[config.mk]
export PLATFORM = sky130hd
export DESIGN_NAME = intel_hex_record_loader_top
export DESIGN_NICKNAME = d
export VERILOG_FILES = /design/src/ihex_pkg.sv /design/src/ihex_front.sv /design/src/ihex_fifo.sv /design/src/ihex_back.sv /design/src/intel_hex_record_loader_top.sv
export VERILOG_INCLUDE_DIRS = /design/src /design/src/src
export SDC_FILE = /design/constraint.sdc
export NUM_CORES = 1
export LEC_CHECK = 0
export BUFFER_PORTS_ARGS = -buffer_cell sky130_fd_sc_hd__buf_2
export CORE_MARGIN = 4
export CORE_UTILIZATION = 50
export DETAILED_ROUTE_END_ITERATION = 12
export PLACE_DENSITY = 0.73
export SLEW_MARGIN = 40
export SYNTH_ARGS = -nofsm -noshare
export SYNTH_HDL_FRONTEND = slang
export SYNTH_SLANG_ARGS = --single-unit
[constraint.sdc]
create_clock -name clk -period 10.77 [get_ports clk]
set_input_delay 1.077 -clock clk [delete_from_list [all_inputs] [get_ports clk]]
set_output_delay 1.077 -clock clk [all_outputs]
set_load 0.02 [all_outputs]
[src/intel_hex_record_loader_top_macros.svh]
// Assertion macros shared by the HEX loader RTL.
// Included by the modules that carry concurrent checks; no other dependencies.
`ifndef INTEL_HEX_RECORD_LOADER_TOP_MACROS_SVH
`define INTEL_HEX_RECORD_LOADER_TOP_MACROS_SVH
`ifndef SYNTH
// Expression must hold at every edge outside reset.
`define CHK_ALWAYS(lbl, clk, rst, expr) \
  lbl: assert property (@(posedge clk) disable iff (rst) (expr)) \
    else $error("check failed: always");
// Antecedent implies consequent in the same cycle.
`define CHK_IMPL(lbl, clk, rst, ante, cons) \
  lbl: assert property (@(posedge clk) disable iff (rst) (ante) |-> (cons)) \
    else $error("check failed: implication");
// Antecedent implies consequent in the next cycle.
`define CHK_NEXT(lbl, clk, rst, ante, cons) \
  lbl: assert property (@(posedge clk) disable iff (rst) (ante) |=> (cons)) \
    else $error("check failed: next cycle");
`else
`define CHK_ALWAYS(lbl, clk, rst, expr)
`define CHK_IMPL(lbl, clk, rst, ante, cons)
`define CHK_NEXT(lbl, clk, rst, ante, cons)
`endif
`endif

[src/ihex_pkg.sv]
// Shared types and constants for the HEX record loader.
// No dependencies; imported by front, queue, back and top.
`default_nettype none
package ihex_pkg;

  // One classified character word handed from front to back.
  typedef struct packed {
    logic       line_end;
    logic       is_colon;
    logic       hex_ok;
    logic [3:0] digit;
  } tok_t;

  // Line status codes
  localparam logic [2:0] ST_OK        = 3'd0;
  localparam logic [2:0] ST_SKIP      = 3'd1;
  localparam logic [2:0] ST_BAD_DIGIT = 3'd2;
  localparam logic [2:0] ST_SHORT     = 3'd3;
  localparam logic [2:0] ST_CSUM      = 3'd4;
  localparam logic [2:0] ST_WRAP      = 3'd5;
  localparam logic [2:0] ST_AFTER_END = 3'd6;

  // Record types
  localparam logic [7:0] REC_DATA = 8'h00;
  localparam logic [7:0] REC_EOF  = 8'h01;
  localparam logic [7:0] REC_ELA  = 8'h04;
  localparam logic [7:0] REC_SLA  = 8'h05;

  localparam logic [7:0]  CH_COLON      = 8'h3A;
  localparam logic [31:0] RUN_ADDR_INIT = 32'h0000_FFFF;

endpackage
`default_nettype wire

[src/ihex_front.sv]
// Front end: accepts characters and classifies them into tokens.
// Depends on ihex_pkg.
`default_nettype none
module ihex_front (
  input  logic          in_valid,
  output logic          in_ready,
  input  logic [7:0]    ch,
  input  logic          line_end,
  input  logic          q_full,
  output logic          push,
  output ihex_pkg::tok_t push_tok
);
  import ihex_pkg::*;

  logic [7:0] up;

  assign in_ready = !q_full;
  assign push     = in_valid && !q_full;

  // Fold lower case onto upper case before the digit decode.
  assign up = (ch >= 8'h61 && ch <= 8'h7A) ? (ch & 8'hDF) : ch;

  always_comb begin
    push_tok.line_end = line_end;
    push_tok.is_colon = (ch == CH_COLON);
    push_tok.hex_ok   = 1'b0;
    push_tok.digit    = 4'd0;
    if (up >= 8'h30 && up <= 8'h39) begin
      push_tok.hex_ok = 1'b1;
      push_tok.digit  = up[3:0];
    end else if (up >= 8'h41 && up <= 8'h46) begin
      push_tok.hex_ok = 1'b1;
      push_tok.digit  = up[3:0] + 4'd9;
    end
  end

endmodule
`default_nettype wire

[src/ihex_fifo.sv]
// Short token queue between front and back.
// Depends on ihex_pkg and the assertion macro header.
`default_nettype none
`include "intel_hex_record_loader_top_macros.svh"
module ihex_fifo #(
  parameter int DEPTH = 4
) (
  input  logic           clk,
  input  logic           rst,
  input  logic           push,
  input  ihex_pkg::tok_t push_tok,
  output logic           full,
  input  logic           pop,
  output ihex_pkg::tok_t pop_tok,
  output logic           not_empty
);
  import ihex_pkg::*;

  localparam int PW = (DEPTH > 1) ? $clog2(DEPTH) : 1;
  localparam int CW = $clog2(DEPTH + 1);

  tok_t          slots [DEPTH];
  logic [PW-1:0] wr_ptr;
  logic [PW-1:0] rd_ptr;
  logic [CW-1:0] count;

  assign full      = (count == CW'(DEPTH));
  assign not_empty = (count != '0);
  assign pop_tok   = slots[rd_ptr];

  always_ff @(posedge clk) begin
    if (push) begin
      slots[wr_ptr] <= push_tok;
    end
  end

  always_ff @(posedge clk) begin
    if (rst) begin
      wr_ptr <= '0;
      rd_ptr <= '0;
      count  <= '0;
    end else begin
      if (push) begin
        wr_ptr <= (wr_ptr == PW'(DEPTH - 1)) ? '0 : wr_ptr + PW'(1);
      end
      if (pop) begin
        rd_ptr <= (rd_ptr == PW'(DEPTH - 1)) ? '0 : rd_ptr + PW'(1);
      end
      if (push && !pop) begin
        count <= count + CW'(1);
      end else if (pop && !push) begin
        count <= count - CW'(1);
      end
    end
  end

  `CHK_ALWAYS(a_count_bound, clk, rst, count <= CW'(DEPTH))
  `CHK_IMPL(a_pop_nonempty, clk, rst, pop, not_empty)
  `CHK_NEXT(a_count_grow, clk, rst, push && !pop, count == $past(count) + CW'(1))

endmodule
`default_nettype wire

[src/ihex_back.sv]
// Back end: record parser state, checksum, address tracking, result register.
// Depends on ihex_pkg and the assertion macro header.
`default_nettype none
`include "intel_hex_record_loader_top_macros.svh"
module ihex_back (
  input  logic           clk,
  input  logic           rst,
  input  logic           tok_valid,
  input  ihex_pkg::tok_t tok,
  output logic           pop,
  output logic           out_valid,
  input  logic           out_ready,
  output logic           kind,
  output logic [7:0]     data_byte,
  output logic [31:0]    abs_address,
  output logic [2:0]     status,
  output logic [7:0]     rec_type,
  output logic [7:0]     rec_count,
  output logic           new_section
);
  import ihex_pkg::*;

  // Line state
  logic [9:0]  char_pos,    char_pos_next;
  logic [15:0] nibble_acc,  nibble_acc_next;
  logic [7:0]  sum_acc,     sum_acc_next;
  logic [7:0]  count_field, count_field_next;
  logic [15:0] addr_field,  addr_field_next;
  logic [7:0]  type_field,  type_field_next;
  logic [31:0] first_bytes, first_bytes_next;
  logic [2:0]  line_error,  line_error_next;
  // Persistent state
  logic [31:0] run_address, run_address_next;
  logic        end_seen,    end_seen_next;

  // Result of this step
  logic        res_valid;
  logic        res_kind;
  logic [7:0]  res_byte;
  logic [31:0] res_addr;
  logic [2:0]  res_status;
  logic [7:0]  res_type;
  logic [7:0]  res_count;
  logic        res_newsec;

  logic        step;
  logic [9:0]  last_pos;
  logic [15:0] nib_new;
  logic [8:0]  data_off;
  logic [7:0]  idx;
  logic [16:0] wrap_sum;
  logic        low_zero;
  logic [15:0] new_upper;
  logic [31:0] sect_base;
  logic        sect_new;

  assign step = tok_valid && (!out_valid || out_ready);
  assign pop  = step;

  assign last_pos  = 10'd10 + {1'b0, count_field, 1'b0};
  assign nib_new   = {nibble_acc[11:0], tok.digit};
  assign data_off  = char_pos[8:0] - 9'd10;
  assign idx       = data_off[8:1];
  assign sect_base = {run_address[31:16], addr_field};
  assign sect_new  = (run_address[15:0] != addr_field);
  assign wrap_sum  = {1'b0, addr_field} + {9'd0, count_field};
  assign low_zero  = (wrap_sum[15:0] == 16'd0);
  // Carry into the upper half, minus one page when the low half lands on zero.
  assign new_upper = run_address[31:16] + {15'd0, wrap_sum[16]} - {15'd0, low_zero};

  always_comb begin
    char_pos_next    = char_pos;
    nibble_acc_next  = nibble_acc;
    sum_acc_next     = sum_acc;
    count_field_next = count_field;
    addr_field_next  = addr_field;
    type_field_next  = type_field;
    first_bytes_next = first_bytes;
    line_error_next  = line_error;
    run_address_next = run_address;
    end_seen_next    = end_seen;
    res_valid  = 1'b0;
    res_kind   = 1'b0;
    res_byte   = 8'd0;
    res_addr   = 32'd0;
    res_status = ST_OK;
    res_type   = type_field;
    res_count  = count_field;
    res_newsec = 1'b0;

    if (step) begin
      if (tok.line_end) begin
        res_valid = 1'b1;
        res_kind  = 1'b1;
        if (end_seen) begin
          res_status = ST_AFTER_END;
          res_type   = 8'd0;
          res_count  = 8'd0;
        end else if (line_error != ST_OK) begin
          res_status = line_error;
        end else if (char_pos == 10'd0) begin
          res_status = ST_SKIP;
        end else if (char_pos <= last_pos) begin
          res_status = ST_SHORT;
        end else if (sum_acc != 8'd0) begin
          res_status = ST_CSUM;
        end else if (type_field == REC_DATA) begin
          if (wrap_sum > 17'h1_0000) begin
            res_status = ST_WRAP;
          end else begin
            res_addr         = sect_base;
            res_newsec       = sect_new;
            run_address_next = {new_upper, wrap_sum[15:0]};
          end
        end else begin
          case (type_field)
            REC_EOF: begin
              end_seen_next = 1'b1;
            end
            REC_ELA: begin
              res_addr         = {first_bytes[31:16], 16'd0};
              run_address_next = {first_bytes[31:16], run_address[15:0]};
            end
            REC_SLA: begin
              res_addr = first_bytes;
            end
            default: begin
            end
          endcase
        end
        char_pos_next    = 10'd0;
        nibble_acc_next  = 16'd0;
        sum_acc_next     = 8'd0;
        count_field_next = 8'd0;
        addr_field_next  = 16'd0;
        type_field_next  = 8'd0;
        first_bytes_next = 32'd0;
        line_error_next  = ST_OK;
      end else begin
        if (char_pos != 10'h3FF) begin
          char_pos_next = char_pos + 10'd1;
        end
        if (!end_seen && line_error == ST_OK) begin
          if (char_pos == 10'd0) begin
            if (!tok.is_colon) begin
              line_error_next = ST_SKIP;
            end
          end else if (char_pos <= last_pos) begin
            if (!tok.hex_ok) begin
              line_error_next = ST_BAD_DIGIT;
            end else begin
              nibble_acc_next = nib_new;
              if (!char_pos[0]) begin
                sum_acc_next = sum_acc + nib_new[7:0];
                if (char_pos == 10'd2) begin
                  count_field_next = nib_new[7:0];
                end else if (char_pos == 10'd6) begin
                  addr_field_next = nib_new;
                end else if (char_pos == 10'd8) begin
                  type_field_next = nib_new[7:0];
                end else if (char_pos >= 10'd10 && char_pos <= last_pos - 10'd2) begin
                  // First four data bytes are kept for address records.
                  if (idx[7:2] == 6'd0) begin
                    case (idx[1:0])
                      2'd0:    first_bytes_next[31:24] = nib_new[7:0];
                      2'd1:    first_bytes_next[23:16] = nib_new[7:0];
                      2'd2:    first_bytes_next[15:8]  = nib_new[7:0];
                      default: first_bytes_next[7:0]   = nib_new[7:0];
                    endcase
                  end
                  if (type_field == REC_DATA) begin
                    res_valid  = 1'b1;
                    res_byte   = nib_new[7:0];
                    res_addr   = sect_base + {24'd0, idx};
                    res_newsec = sect_new;
                  end
                end
              end
            end
          end
        end
      end
    end
  end

  always_ff @(posedge clk) begin
    if (rst) begin
      char_pos    <= 10'd0;
      nibble_acc  <= 16'd0;
      sum_acc     <= 8'd0;
      count_field <= 8'd0;
      addr_field  <= 16'd0;
      type_field  <= 8'd0;
      first_bytes <= 32'd0;
      line_error  <= ST_OK;
      run_address <= RUN_ADDR_INIT;
      end_seen    <= 1'b0;
      out_valid   <= 1'b0;
    end else begin
      char_pos    <= char_pos_next;
      nibble_acc  <= nibble_acc_next;
      sum_acc     <= sum_acc_next;
      count_field <= count_field_next;
      addr_field  <= addr_field_next;
      type_field  <= type_field_next;
      first_bytes <= first_bytes_next;
      line_error  <= line_error_next;
      run_address <= run_address_next;
      end_seen    <= end_seen_next;
      if (step) begin
        out_valid <= res_valid;
      end else if (out_ready) begin
        out_valid <= 1'b0;
      end
    end
  end

  // Result payload register
  always_ff @(posedge clk) begin
    if (step && res_valid) begin
      kind        <= res_kind;
      data_byte   <= res_byte;
      abs_address <= res_addr;
      status      <= res_status;
      rec_type    <= res_type;
      rec_count   <= res_count;
      new_section <= res_newsec;
    end
  end

  `CHK_ALWAYS(a_err_code, clk, rst,
    line_error == ST_OK || line_error == ST_SKIP || line_error == ST_BAD_DIGIT)
  `CHK_IMPL(a_data_ok, clk, rst, out_valid && !kind, status == ST_OK)
  `CHK_IMPL(a_data_no_end, clk, rst, step && res_valid && !res_kind, !end_seen)

endmodule
`default_nettype wire

[src/intel_hex_record_loader_top.sv]
// Top level of the HEX record loader: front classifier, token queue, parser back end.
// Depends on ihex_pkg, ihex_front, ihex_fifo, ihex_back.
//
// Usage:
//  - Input channel (in_valid/in_ready): one text character word per handshake,
//    ch plus line_end; line_end=1 closes the current line and ch is ignored.
//  - Output channel (out_valid/out_ready): kind=0 words carry each data byte of
//    a type 00 record with its absolute address as soon as its pair is parsed;
//    kind=1 is the single status word per line (ok, skipped, bad digit, short,
//    checksum, page wrap, after end).
//  - Throughput: one character per cycle sustained while out_ready stays high. The
//    back end parser updates its line state once per character; the queue and
//    output register decouple the two channels.
//  - Order: an accepted character is written into the queue at the accepting edge;
//    the parser step then loads its result into the output register, where it is taken.
//  - Stall: when out_valid is high and out_ready low the output register holds; the parser stops,
//    the queue fills, and in_ready drops once QUEUE_DEPTH words are waiting.
//  - Reset (rst, synchronous): empties queue and output, clears line state,
//    sets the running address to 0x0000FFFF and clears the end-of-file flag.
`default_nettype none
module intel_hex_record_loader_top #(
  parameter int QUEUE_DEPTH = 4
) (
  input  logic        clk,
  input  logic        rst,
  input  logic        in_valid,
  output logic        in_ready,
  input  logic [7:0]  ch,
  input  logic        line_end,
  output logic        out_valid,
  input  logic        out_ready,
  output logic        kind,
  output logic [7:0]  data_byte,
  output logic [31:0] abs_address,
  output logic [2:0]  status,
  output logic [7:0]  rec_type,
  output logic [7:0]  rec_count,
  output logic        new_section
);
  import ihex_pkg::*;

  tok_t push_tok;
  tok_t pop_tok;
  logic push;
  logic pop;
  logic q_full;
  logic q_not_empty;

  // Classify each character on acceptance.
  ihex_front u_front (
    .in_valid (in_valid),
    .in_ready (in_ready),
    .ch       (ch),
    .line_end (line_end),
    .q_full   (q_full),
    .push     (push),
    .push_tok (push_tok)
  );

  // Token queue lets the input keep flowing while the output stalls.
  ihex_fifo #(
    .DEPTH (QUEUE_DEPTH)
  ) u_fifo (
    .clk       (clk),
    .rst       (rst),
    .push      (push),
    .push_tok  (push_tok),
    .full      (q_full),
    .pop       (pop),
    .pop_tok   (pop_tok),
    .not_empty (q_not_empty)
  );

  // Record parser and result register.
  ihex_back u_back (
    .clk         (clk),
    .rst         (rst),
    .tok_valid   (q_not_empty),
    .tok         (pop_tok),
    .pop         (pop),
    .out_valid   (out_valid),
    .out_ready   (out_ready),
    .kind        (kind),
    .data_byte   (data_byte),
    .abs_address (abs_address),
    .status      (status),
    .rec_type    (rec_type),
    .rec_count   (rec_count),
    .new_section (new_section)
  );

endmodule
`default_nettype wire
==> summary.md, run 1 <==
| Metric | Value |
|---|---|
| Syn avg cell area | `9.361 µm²` |
| Share of synthesized area spent on multiplexers | `4.443%` |
| Iteration-0 DRC Markers | `1154` |
| Register-to-register setup slack | `5.08 ns` |
| Clock Sinks | `228` |
| CP Max Fanout | `38` |
| Hold crit path type | `flop to flop` |
| Required time of the worst setup path | `10.94 ns` |
| Number of vias per cell after detailed routing | `6.201` |
| Mean routed wirelength per cell | `~20 µm` |
| Number of maximum-capacitance violations | `0` |
| Half-perimeter wire length after detailed placement | `~26000 µm` |
| Global routing usage summed across all routing layers | `24.91%` |
| Compound-Gate Fraction of Synth Area | `18.16%` |
| Pins Over Slew Limit | `0` |
| Combinational family with the most area after synthesis | `compound AO/OA/AOI/OAI gates` |
| Clock transition time at the flip-flop clock pins of the worst setup and hold paths | `0.06 ns` |
| Area growth from synthesis to layout | `11.24%` |
| Share of the synthesized netlist area taken by xor and xnor gates | `under 10%` |
| Diode insertion count for antenna repair | `0` |
| Hold Buf Count CTS | `0` |
| Final count of hold timing violations | `0` |
| Run status | `completed` |
| Buffer cell driving the clock tree root | `sky130_fd_sc_hd__clkbuf_16` |
| Clock latency on the worst-skew pair | `about 0.54 ns` |
| Synthesized-area fraction occupied by adder cells | `9.379%` |
| Switching portion of total power | `39.74%` |
| Setup clock skew after layout | `0.01519 ns` |
| Synth Area in Simple Gates | `~18%` |
| Crit path DAT | `5.86 ns` |
| Setup repair after global routing missed its margin | `false` |
| Via Count | `11.22k` |
| Kind of cell adding the most delay to the critical path | `simple AND/OR/NAND/NOR gates` |
| Cell area after synthesis | `13210 µm²` |
| Initial cell density of the core | `between 50% and 60%` |
| Final worst-path setup slack | `5.082 ns` |
| Count of buffers inserted at the top-level ports | `75` |
| Gr ovfl total | `0` |
| Critical path's largest stage delay | `0.68 ns` |
| Rows | `approximately 60` |
| Share of final-layout standard cells stronger than drive strength 1 | `11.39%` |
| Number of antenna violations at the first check in global routing | `1` |
| DRC | `0` |
| Wire length reported by the detailed router | `roughly 37000 µm` |
| Critical path endpoint category | `flop` |
| Pleak | `around 5.8 nW` |
| Final Hold Slack | `0.4678 ns` |
| TritonCTS clock tree | `done` |
| Largest net degree at the start of global routing | `between 60 and 70` |
| Register share of total power | `35.6%` |
| Post-synthesis cell type count | `77` |
| Cts bufs inserted | `26` |
| Floorplan die area | `29080 µm²` |
| Maximum achievable frequency | `175.8 MHz` |
| Buffer and inverter count on the worst path | `2` |
| Hold Path Sink | `u_back.type_field[3]$_SDFFE_PP0P_` |
| Worst reg-to-reg path cell count | `16` |
| Min-Delay Path Depth | `2` |
| Weighted congestion reported at the end of routability-driven placement | `0.9644` |
| Gate Count Post-Synth | `1411` |
| Worst-Margin Slew | `0.8007 ns` |
| Max-Slew Margin vs Limit | `46.21%` |
| Post-CTS setup-driven buffer insertion count | `0` |
| Cell chain of the critical path | `ha_1 > o21ai_0 > xor2_1 > nor2b_1 > and3_1 > nand4_1 > xnor2_1 > ha_1 > nand4_1 > or3_1 > a221oi_1 > o21ai_0 > or4_1 > and2_1 > inv_2 > buf_4` |
| Post-route setup TNS | `0 ns` |
| Fin crit share | `52.81%` |
| # nets final | `between 1.5k and 2k` |
| Die height | `170.5 µm` |
| Startpoint-to-endpoint class of the critical path | `flop to flop` |
| Net count after synthesis | `1520` |
| Number of setup violations in the final report | `0` |
| Logic pwr share | `between 30 and 40%` |
| Predominant post-synthesis flop cell | `sky130_fd_sc_hd__dfxtp_1` |
| Switching power total | `approximately 1.3 mW` |
| Post-cts repair resize count | `0` |
| Fraction of the yosys area taken by sequential cells | `41.30%` |
| CP max-delay cell | `sky130_fd_sc_hd__or4_1` |
| Reg-to-reg critical path startpoint | `u_back.count_field[0]$_SDFFE_PP0P_` |
| R2R Path End | `u_back.data_byte[1]$_SDFFCE_PP0P_` |
| Fraction of registers with async set or reset after synthesis | `0%` |
| First-pass GRT wire length | `58280 µm` |
| Pre-CTS worst setup slack | `5.147 ns` |
| I/O pin cnt | `76` |
| Power per standard cell area | `about 220 nW/µm²` |
| Largest buffer count on any clock path | `3` |
| Via count of the first global-routing pass | `roughly 11k` |
| Worst min-delay path startpoint | `u_back.type_field[3]$_SDFFE_PP0P_` |
| Internal power | `about 2 mW` |
| Yosys reg bits | `228` |
| Clock H-tree levels | `1` |
| Nature of the critical path startpoint | `flop` |
| Minimum period implied by the final worst setup slack | `5.688 ns` |
| Post-detailed-route count of antenna-violating nets | `0` |
| Number of iterations in the first detailed-routing pass | `6` |
| Count of flip-flops with a built-in enable after synthesis | `89` |
| Die X | `170.5 µm` |
| Highest ir drop seen on vdd | `0.1775 mV` |
| Core area | `26060 µm²` |
| Clock Power Share | `26.8%` |
| Filler Cell Count | `roughly 2.3k` |
| Yosys warning count | `0` |
==> power by group through the flow <==
stage          registers, mW  logic [mW]  clock network (mW)
2_1_floorplan           1.26       0.748                   0
3_3_place_gp            1.18        1.18                   0
3_5_place_dp            1.18        1.20                   0
4_1_cts                 1.16        1.21               0.885
5_1_grt                 1.18        1.33               0.927
6_report                1.16        1.23               0.874
==> registers in the layout (all words and copies together), names as in the netlist, 2 cells and up, named ones only <==
name,count
u_back.addr_field,16
u_fifo.wr_ptr,2
u_back.type_field,8
u_back.count_field,8
u_back.data_byte,8
u_back.abs_address,32
u_back.first_bytes,32
u_fifo.slots,28
u_back.sum_acc,8
u_back.rec_type,8
u_back.run_address,32
u_back.status,3
u_back.nibble_acc,12
u_fifo.rd_ptr,2
u_fifo.count,3
u_back.char_pos,10
u_back.line_error,2
u_back.rec_count,8
==> how the worst max path moves through the flow <==
stage	from	to	slack (ns)	cells after the start
final	u_back.count_field[0]$_SDFFE_PP0P_	u_back.data_byte[1]$_SDFFCE_PP0P_	5.08	16
after global routing	u_back.count_field[0]$_SDFFE_PP0P_	u_back.data_byte[1]$_SDFFCE_PP0P_	4.72	16
after CTS	u_back.count_field[0]$_SDFFE_PP0P_	u_back.data_byte[1]$_SDFFCE_PP0P_	5.10	16
after detailed placement	u_back.count_field[0]$_SDFFE_PP0P_	u_back.rec_count[7]$_DFFE_PP_	5.15	16
after global placement	u_back.count_field[0]$_SDFFE_PP0P_	u_back.rec_type[1]$_DFFE_PP_	5.47	16
after floorplan	u_back.count_field[0]$_SDFFE_PP0P_	u_back.abs_address[0]$_SDFFCE_PN0P_	5.59	16
==> worst register-to-register path, delay by kind of cell, from the launching register on <==
| family | cells | cell delay [ns] |
|---|---|---|
| and+or+nand+nor | 7 | 2.08 |
| xor gates and xnor gates | 2 | 0.46 |
| DFF | 1 | 0.41 |
| buffers and inverters | 2 | 1.02 |
| AOI/OAI and AO/OA | 3 | 0.69 |
| adders and majority gates | 2 | 0.63 |
==> cell usage after synthesis, drive strengths merged, types with 6 or more instances <==
master    n  area share [%]
nand3    50             1.9
a211oi   12            0.72
a22o      8            0.53
or3      15            0.71
xor2     26             1.7
nand4    19            0.90
inv      48             1.4
nand2b    8            0.38
and3     20            0.95
o22ai    14            0.66
a31oi    16            0.95
mux2i    44             3.3
nor3     39             1.5
a32oi    24             1.6
a21o     21             1.2
buf      15            0.71
o21ai    66             2.5
o21bai    6            0.34
a22oi    22             1.3
nand2   123             3.5
a221o     9            0.68
edfxtp   89              20
clkbuf   58             1.7
a21oi    94             3.6
nor2    132             3.8
mux4      6             1.0
and2     30             1.4
o21a     10            0.57
or4       9            0.54
dfxtp   139              21
xnor2    55             3.6
a311oi    9            0.60
nor4     10            0.47
ha       91             8.6
nor2b    12            0.57
==> layer usage <==
layer  up-vias  track usage [%]  routed length [µm]
li1       5278                -                   -
met1      5351            33.76               15610
met2       499            39.89               16650
met3        94            5.291                3082
met4         2            8.438                1341
met5         -                0                   7
==> placed cells by master (no fill, tap or decap), types with 21 or more instances in the layout <==
master,instances
sky130_fd_sc_hd__a21oi_1,92
sky130_fd_sc_hd__ha_1,91
sky130_fd_sc_hd__o21ai_0,41
sky130_fd_sc_hd__xnor2_1,55
sky130_fd_sc_hd__a22oi_1,22
sky130_fd_sc_hd__o21ai_1,24
sky130_fd_sc_hd__xor2_1,26
sky130_fd_sc_hd__a21o_1,21
sky130_fd_sc_hd__nor3_1,38
sky130_fd_sc_hd__buf_2,74
sky130_fd_sc_hd__nand3_1,50
sky130_fd_sc_hd__clkbuf_16,26
sky130_fd_sc_hd__nand2_1,123
sky130_fd_sc_hd__edfxtp_1,89
sky130_fd_sc_hd__and2_1,30
sky130_fd_sc_hd__a32oi_1,24
sky130_fd_sc_hd__nor2_1,132
sky130_fd_sc_hd__mux2i_1,44
sky130_fd_sc_hd__dfxtp_1,139
sky130_fd_sc_hd__inv_1,47
==> cell families (layout without fill, tap and decap cells) <==
kind of cell,count (synthesis),count (layout)
AOI/OAI and AO/OA,350,350
xor gates and xnor gates,81,81
adders and majority gates,96,96
buffers and inverters,122,186
DFF,228,228
muxes,51,51
and+or+nand+nor,483,483
==> through the flow <==
step	cell area, µm²	utilization [%]	cells	power (mW)
global route	14690	56.38	1810	3.432
detailed placement	13830	53.08	1762	2.380
global placement	13810	52.98	1761	2.356
CTS	14680	56.32	1810	3.257
floorplan	13210	-	1411	2.009
finish	14690	56.38	1810	3.262
==> cell type report <==
cell class	count	area, µm²	share of cell area [%]
timing repair buffer	89	486.7	3.313
multi-input combinational	1061	7303	49.71
inverter	49	183.9	1.252
sequential	228	5455	37.13
clock buffer	31	679.4	4.624
tap	335	419.2	2.853
clock inverter	17	163.9	1.116
No activity file was read; power rests on OpenSTA's default activity.
==> run 2: changes to the inputs <==
clock period = 5.6 ns   (was 10.77 ns; I/O delays follow)
==> run 2 against run 1 <==
Die area did not move. Power grew 97%. Clock power increased by 110%. Combinational power rose by 93%. Count of clock-buffer cells in the layout is 6 higher. Sequential power up 93%. Utilization is 0.57 points higher. Fmax increased by 8.2%. Critical endpoint is now u_back.run_address[30]$_SDFFE_PP0P_.
==> summary.md, run 2 (synthesis results as in run 1) <==
| Metric | Value |
|---|---|
| Worst reg-to-reg path cell count | `21 (was 16)` |
| Share of final-layout standard cells stronger than drive strength 1 | `11.92% (was 11.39%)` |
| Number of maximum-capacitance violations | `0 (unchanged)` |
| Cts bufs inserted | `26 (unchanged)` |
| I/O pin cnt | `76 (unchanged)` |
| Leading cell type in the layout, fill and taps excluded | `sky130_fd_sc_hd__dfxtp_1 (unchanged)` |
| Final count of hold timing violations | `0 (unchanged)` |
| Area growth from synthesis to layout | `12.35% (was 11.24%)` |
| Clock H-tree levels | `1 (unchanged)` |
| # nets final | `1574 (was 1564)` |
| Number of iterations in the first detailed-routing pass | `5 (was 6)` |
| Die height | `170.5 µm (unchanged)` |
| Pins Over Slew Limit | `0 (unchanged)` |
| Worst path most repeated cell | `sky130_fd_sc_hd__ha_1` |
| Register-to-register setup slack | `0.34 ns (was 5.08 ns)` |
| Worst min-delay path startpoint | `line_end (was u_back.type_field[3]$_SDFFE_PP0P_)` |
| Buffer cell driving the clock tree root | `sky130_fd_sc_hd__clkbuf_16 (unchanged)` |
| Clock latency on the worst-skew pair | `0.53 ns (was 0.54 ns)` |
| TritonCTS clock tree | `done (unchanged)` |
| Design Area, Final | `14840 µm² (was 14690 µm²)` |
| Final worst-path setup slack | `0.3414 ns (was 5.082 ns)` |
| DRC | `0 (unchanged)` |
| Max-Slew Margin vs Limit | `41.72% (was 46.21%)` |
| Highest ir drop seen on vdd | `0.3887 mV (was 0.1775 mV)` |
| Weighted congestion reported at the end of routability-driven placement | `0.9466 (was 0.9644)` |
| Via count of the first global-routing pass | `10.72k (was 10.71k)` |
| Required time of the worst setup path | `5.99 ns (was 10.94 ns)` |
| Clock Sinks | `228 (unchanged)` |
| Die X | `170.5 µm (unchanged)` |
| Cell Count Post-Placement | `1771 (was 1762)` |
| Post-detailed-route count of antenna-violating nets | `0 (unchanged)` |
| Filler Cell Count | `2324 (was 2294)` |
| Diode insertion count for antenna repair | `0 (unchanged)` |
| Largest net degree at the start of global routing | `65 (was 61)` |
| Cell chain of the critical path | `ha_1 > fa_1 > a21o_1 > a211oi_1 > o221ai_1 > or3b_1 > or4_4 > nor3_2 > ha_1 > inv_1 > ha_1 > inv_1 > fa_1 > nor2b_1 > o21a_1 > o21a_1 > o41a_1 > a21oi_1 > mux2i_1 > o21ai_1 > a21oi_1 (was ha_1 > o21ai_0 > xor2_1 > nor2b_1 > and3_1 > nand4_1 > xnor2_1 > ha_1 > nand4_1 > or3_1 > a221oi_1 > o21ai_0 > or4_1 > and2_1 > inv_2 > buf_4)` |
| Number of setup violations in the final report | `0 (unchanged)` |
| Fin crit share | `93.90% (was 52.81%)` |
| Largest buffer count on any clock path | `3 (unchanged)` |
| Iteration-0 DRC Markers | `968 (was 1154)` |
| Power per standard cell area | `432.2 nW/µm² (was 222.0 nW/µm²)` |
| Critical path's largest stage delay | `0.62 ns (was 0.68 ns)` |
| Pleak | `5.889 nW (was 5.807 nW)` |
| Gr ovfl total | `0 (unchanged)` |
| Half-perimeter wire length after detailed placement | `25820 µm (was 25680 µm)` |
| Rows | `59 (unchanged)` |
| Wire length reported by the detailed router | `37600 µm (was 36680 µm)` |
| Hold Buf Count CTS | `0 (unchanged)` |
| Setup clock skew after layout | `0.01580 ns (was 0.01519 ns)` |
| Commonest cells after routing, fill and taps aside | `139 x sky130_fd_sc_hd__dfxtp_1, 132 x sky130_fd_sc_hd__nor2_1, 123 x sky130_fd_sc_hd__nand2_1 (unchanged)` |
| Total power after layout | `6.413 mW (was 3.262 mW)` |
| CP max-delay cell | `sky130_fd_sc_hd__or4_4 (was sky130_fd_sc_hd__or4_1)` |
| Hold Path Sink | `u_fifo.slots[0][6]$_DFFE_PP_ (was u_back.type_field[3]$_SDFFE_PP0P_)` |
| Clock transition time at the flip-flop clock pins of the worst setup and hold paths | `0.06 ns (about the same)` |
| Setup repair after global routing missed its margin | `false (unchanged)` |
| Reg-to-reg critical path startpoint | `u_back.count_field[0]$_SDFFE_PP0P_ (unchanged)` |
| Kind of cell adding the most delay to the critical path | `adder cells (was simple AND/OR/NAND/NOR gates)` |
| First-pass GRT wire length | `58710 µm (was 58280 µm)` |
| Largest regs | `u_back.abs_address: 32 flops, u_back.first_bytes: 32 flops, u_back.run_address: 32 flops (unchanged)` |
| Run status | `completed (unchanged)` |
| Highest metal used | `met4 (was met5)` |
| Min-Delay Path Depth | `1 (was 2)` |
| Pre-CTS worst setup slack | `0.2292 ns (was 5.147 ns)` |
| CP Max Fanout | `9 (was 38)` |
| Via Count | `11.35k (was 11.22k)` |
| Crit path DAT | `5.65 ns (was 5.86 ns)` |
| Hold crit path type | `input pin to flop (was flop to flop)` |
| Floorplan die area | `29080 µm² (unchanged)` |
| Post-Place Cell Area | `13900 µm² (was 13830 µm²)` |
| Post-layout instance count excluding filler cells | `1820 (was 1810)` |
| Critical path endpoint category | `flop (unchanged)` |
| Nature of the critical path startpoint | `flop (unchanged)` |
| Minimum period implied by the final worst setup slack | `5.259 ns (was 5.688 ns)` |
| Core area | `26060 µm² (unchanged)` |
| Initial cell density of the core | `50.68% (unchanged)` |
| Routed length on met2 | `16940 µm (was 16650 µm)` |
| Post-route setup TNS | `0 ns (unchanged)` |
| Worst-Margin Slew | `0.8715 ns (was 0.8007 ns)` |
| Number of antenna violations at the first check in global routing | `0 (was 1)` |
| Metal1 wirelength | `16390 µm (was 15610 µm)` |
| R2R Path End | `u_back.run_address[30]$_SDFFE_PP0P_ (was u_back.data_byte[1]$_SDFFCE_PP0P_)` |
| Mean routed wirelength per cell | `20.66 µm (was 20.27 µm)` |
| Buffer and inverter count on the worst path | `2 (unchanged)` |
| Startpoint-to-endpoint class of the critical path | `flop to flop (unchanged)` |
| Count of buffers inserted at the top-level ports | `75 (unchanged)` |
| Routed wire length on met3 | `2713 µm (was 3082 µm)` |
| Global routing usage summed across all routing layers | `25.13% (was 24.91%)` |
| Maximum achievable frequency | `190.2 MHz (was 175.8 MHz)` |
| Number of vias per cell after detailed routing | `6.235 (was 6.201)` |
run 2: changes by cell type in the layout (fill, tap and decap cells not counted), moves of 3 or more:
cell,before,now
sky130_fd_sc_hd__clkbuf_8,1,4
sky130_fd_sc_hd__clkinv_4,3,0
sky130_fd_sc_hd__a31oi_2,3,6
sky130_fd_sc_hd__buf_4,14,24
run 2: area by class of cell:
type	count	area, µm²	share of cell area [%]
Tap cell	335	419.2	2.825
Multi-Input combinational cell	1061	7303	49.22
Inverter	49	183.9	1.239
Sequential cell	228	5455	36.76
Clock buffer	37	753.2	5.076
Timing Repair Buffer	99	570.5	3.845
Clock inverter	11	153.9	1.037
run 2: worst max-delay path by stage:
stage / slack [ns] / startpoint / cells after the start / endpoint
floorplan: 0.42 / u_back.count_field[0]$_SDFFE_PP0P_ / 16 / u_back.abs_address[0]$_SDFFCE_PN0P_
global placement: 0.34 / u_back.count_field[0]$_SDFFE_PP0P_ / 19 / u_back.run_address[25]$_SDFFE_PP0P_
detailed placement: 0.23 / u_back.count_field[0]$_SDFFE_PP0P_ / 19 / u_back.run_address[31]$_SDFFE_PP0P_
CTS: 0.17 / u_back.count_field[0]$_SDFFE_PP0P_ / 19 / u_back.run_address[31]$_SDFFE_PP0P_
global route: 0.02 / u_back.count_field[0]$_SDFFE_PP0P_ / 19 / u_back.run_address[25]$_SDFFE_PP0P_
finish: 0.34 / u_back.count_field[0]$_SDFFE_PP0P_ / 21 / u_back.run_address[30]$_SDFFE_PP0P_
run 2: per-stage QoR:
step / util (%) / hold WS (ns)
detailed placement: 53.35 / 0.4600
finish: 56.95 / 0.2603
floorplan: - / 0.4447
CTS: 56.83 / 0.2439
global placement: 53.29 / 0.4586
global route: 56.95 / 0.2588
run 2: repair_timing:
action                                  4_1_cts  5_1_grt
hold endpoints to repair                      0        0
setup buffers                                 0        1
resized for setup                             0        4
endpoints found under the setup margin        0        7
run 2: layer usage:
| metal | global-route usage, % | vias to the layer above |
|---|---|---|
| met3 | 3.628 | 99 |
| met2 | 40.27 | 493 |
| met5 | 0.1672 | - |
| met1 | 34.58 | 5465 |
| met4 | 9.757 | 0 |
| li1 | - | 5290 |
run 2: power breakdown:
part	total [mW]	switching, mW	internal (mW)
clock	1.80	0.683	1.12
sequential	2.24	0.174	2.06
combinational	2.38	1.60	0.775
run 2: worst register-to-register path: stages, from the launching register on:
cell and delay [ns]:
sky130_fd_sc_hd__dfxtp_1 0.40, sky130_fd_sc_hd__ha_1 0.27, sky130_fd_sc_hd__fa_1 0.43, sky130_fd_sc_hd__a21o_1 0.18, sky130_fd_sc_hd__a211oi_1 0.30, sky130_fd_sc_hd__o221ai_1 0.21
sky130_fd_sc_hd__or3b_1 0.38, sky130_fd_sc_hd__or4_4 0.62, sky130_fd_sc_hd__nor3_2 0.21, sky130_fd_sc_hd__ha_1 0.26, sky130_fd_sc_hd__inv_1 0.06, sky130_fd_sc_hd__ha_1 0.20
sky130_fd_sc_hd__inv_1 0.07, sky130_fd_sc_hd__fa_1 0.40, sky130_fd_sc_hd__nor2b_1 0.13, sky130_fd_sc_hd__o21a_1 0.14, sky130_fd_sc_hd__o21a_1 0.15, sky130_fd_sc_hd__o41a_1 0.22
sky130_fd_sc_hd__a21oi_1 0.14, sky130_fd_sc_hd__mux2i_1 0.14, sky130_fd_sc_hd__o21ai_1 0.14, sky130_fd_sc_hd__a21oi_1 0.07
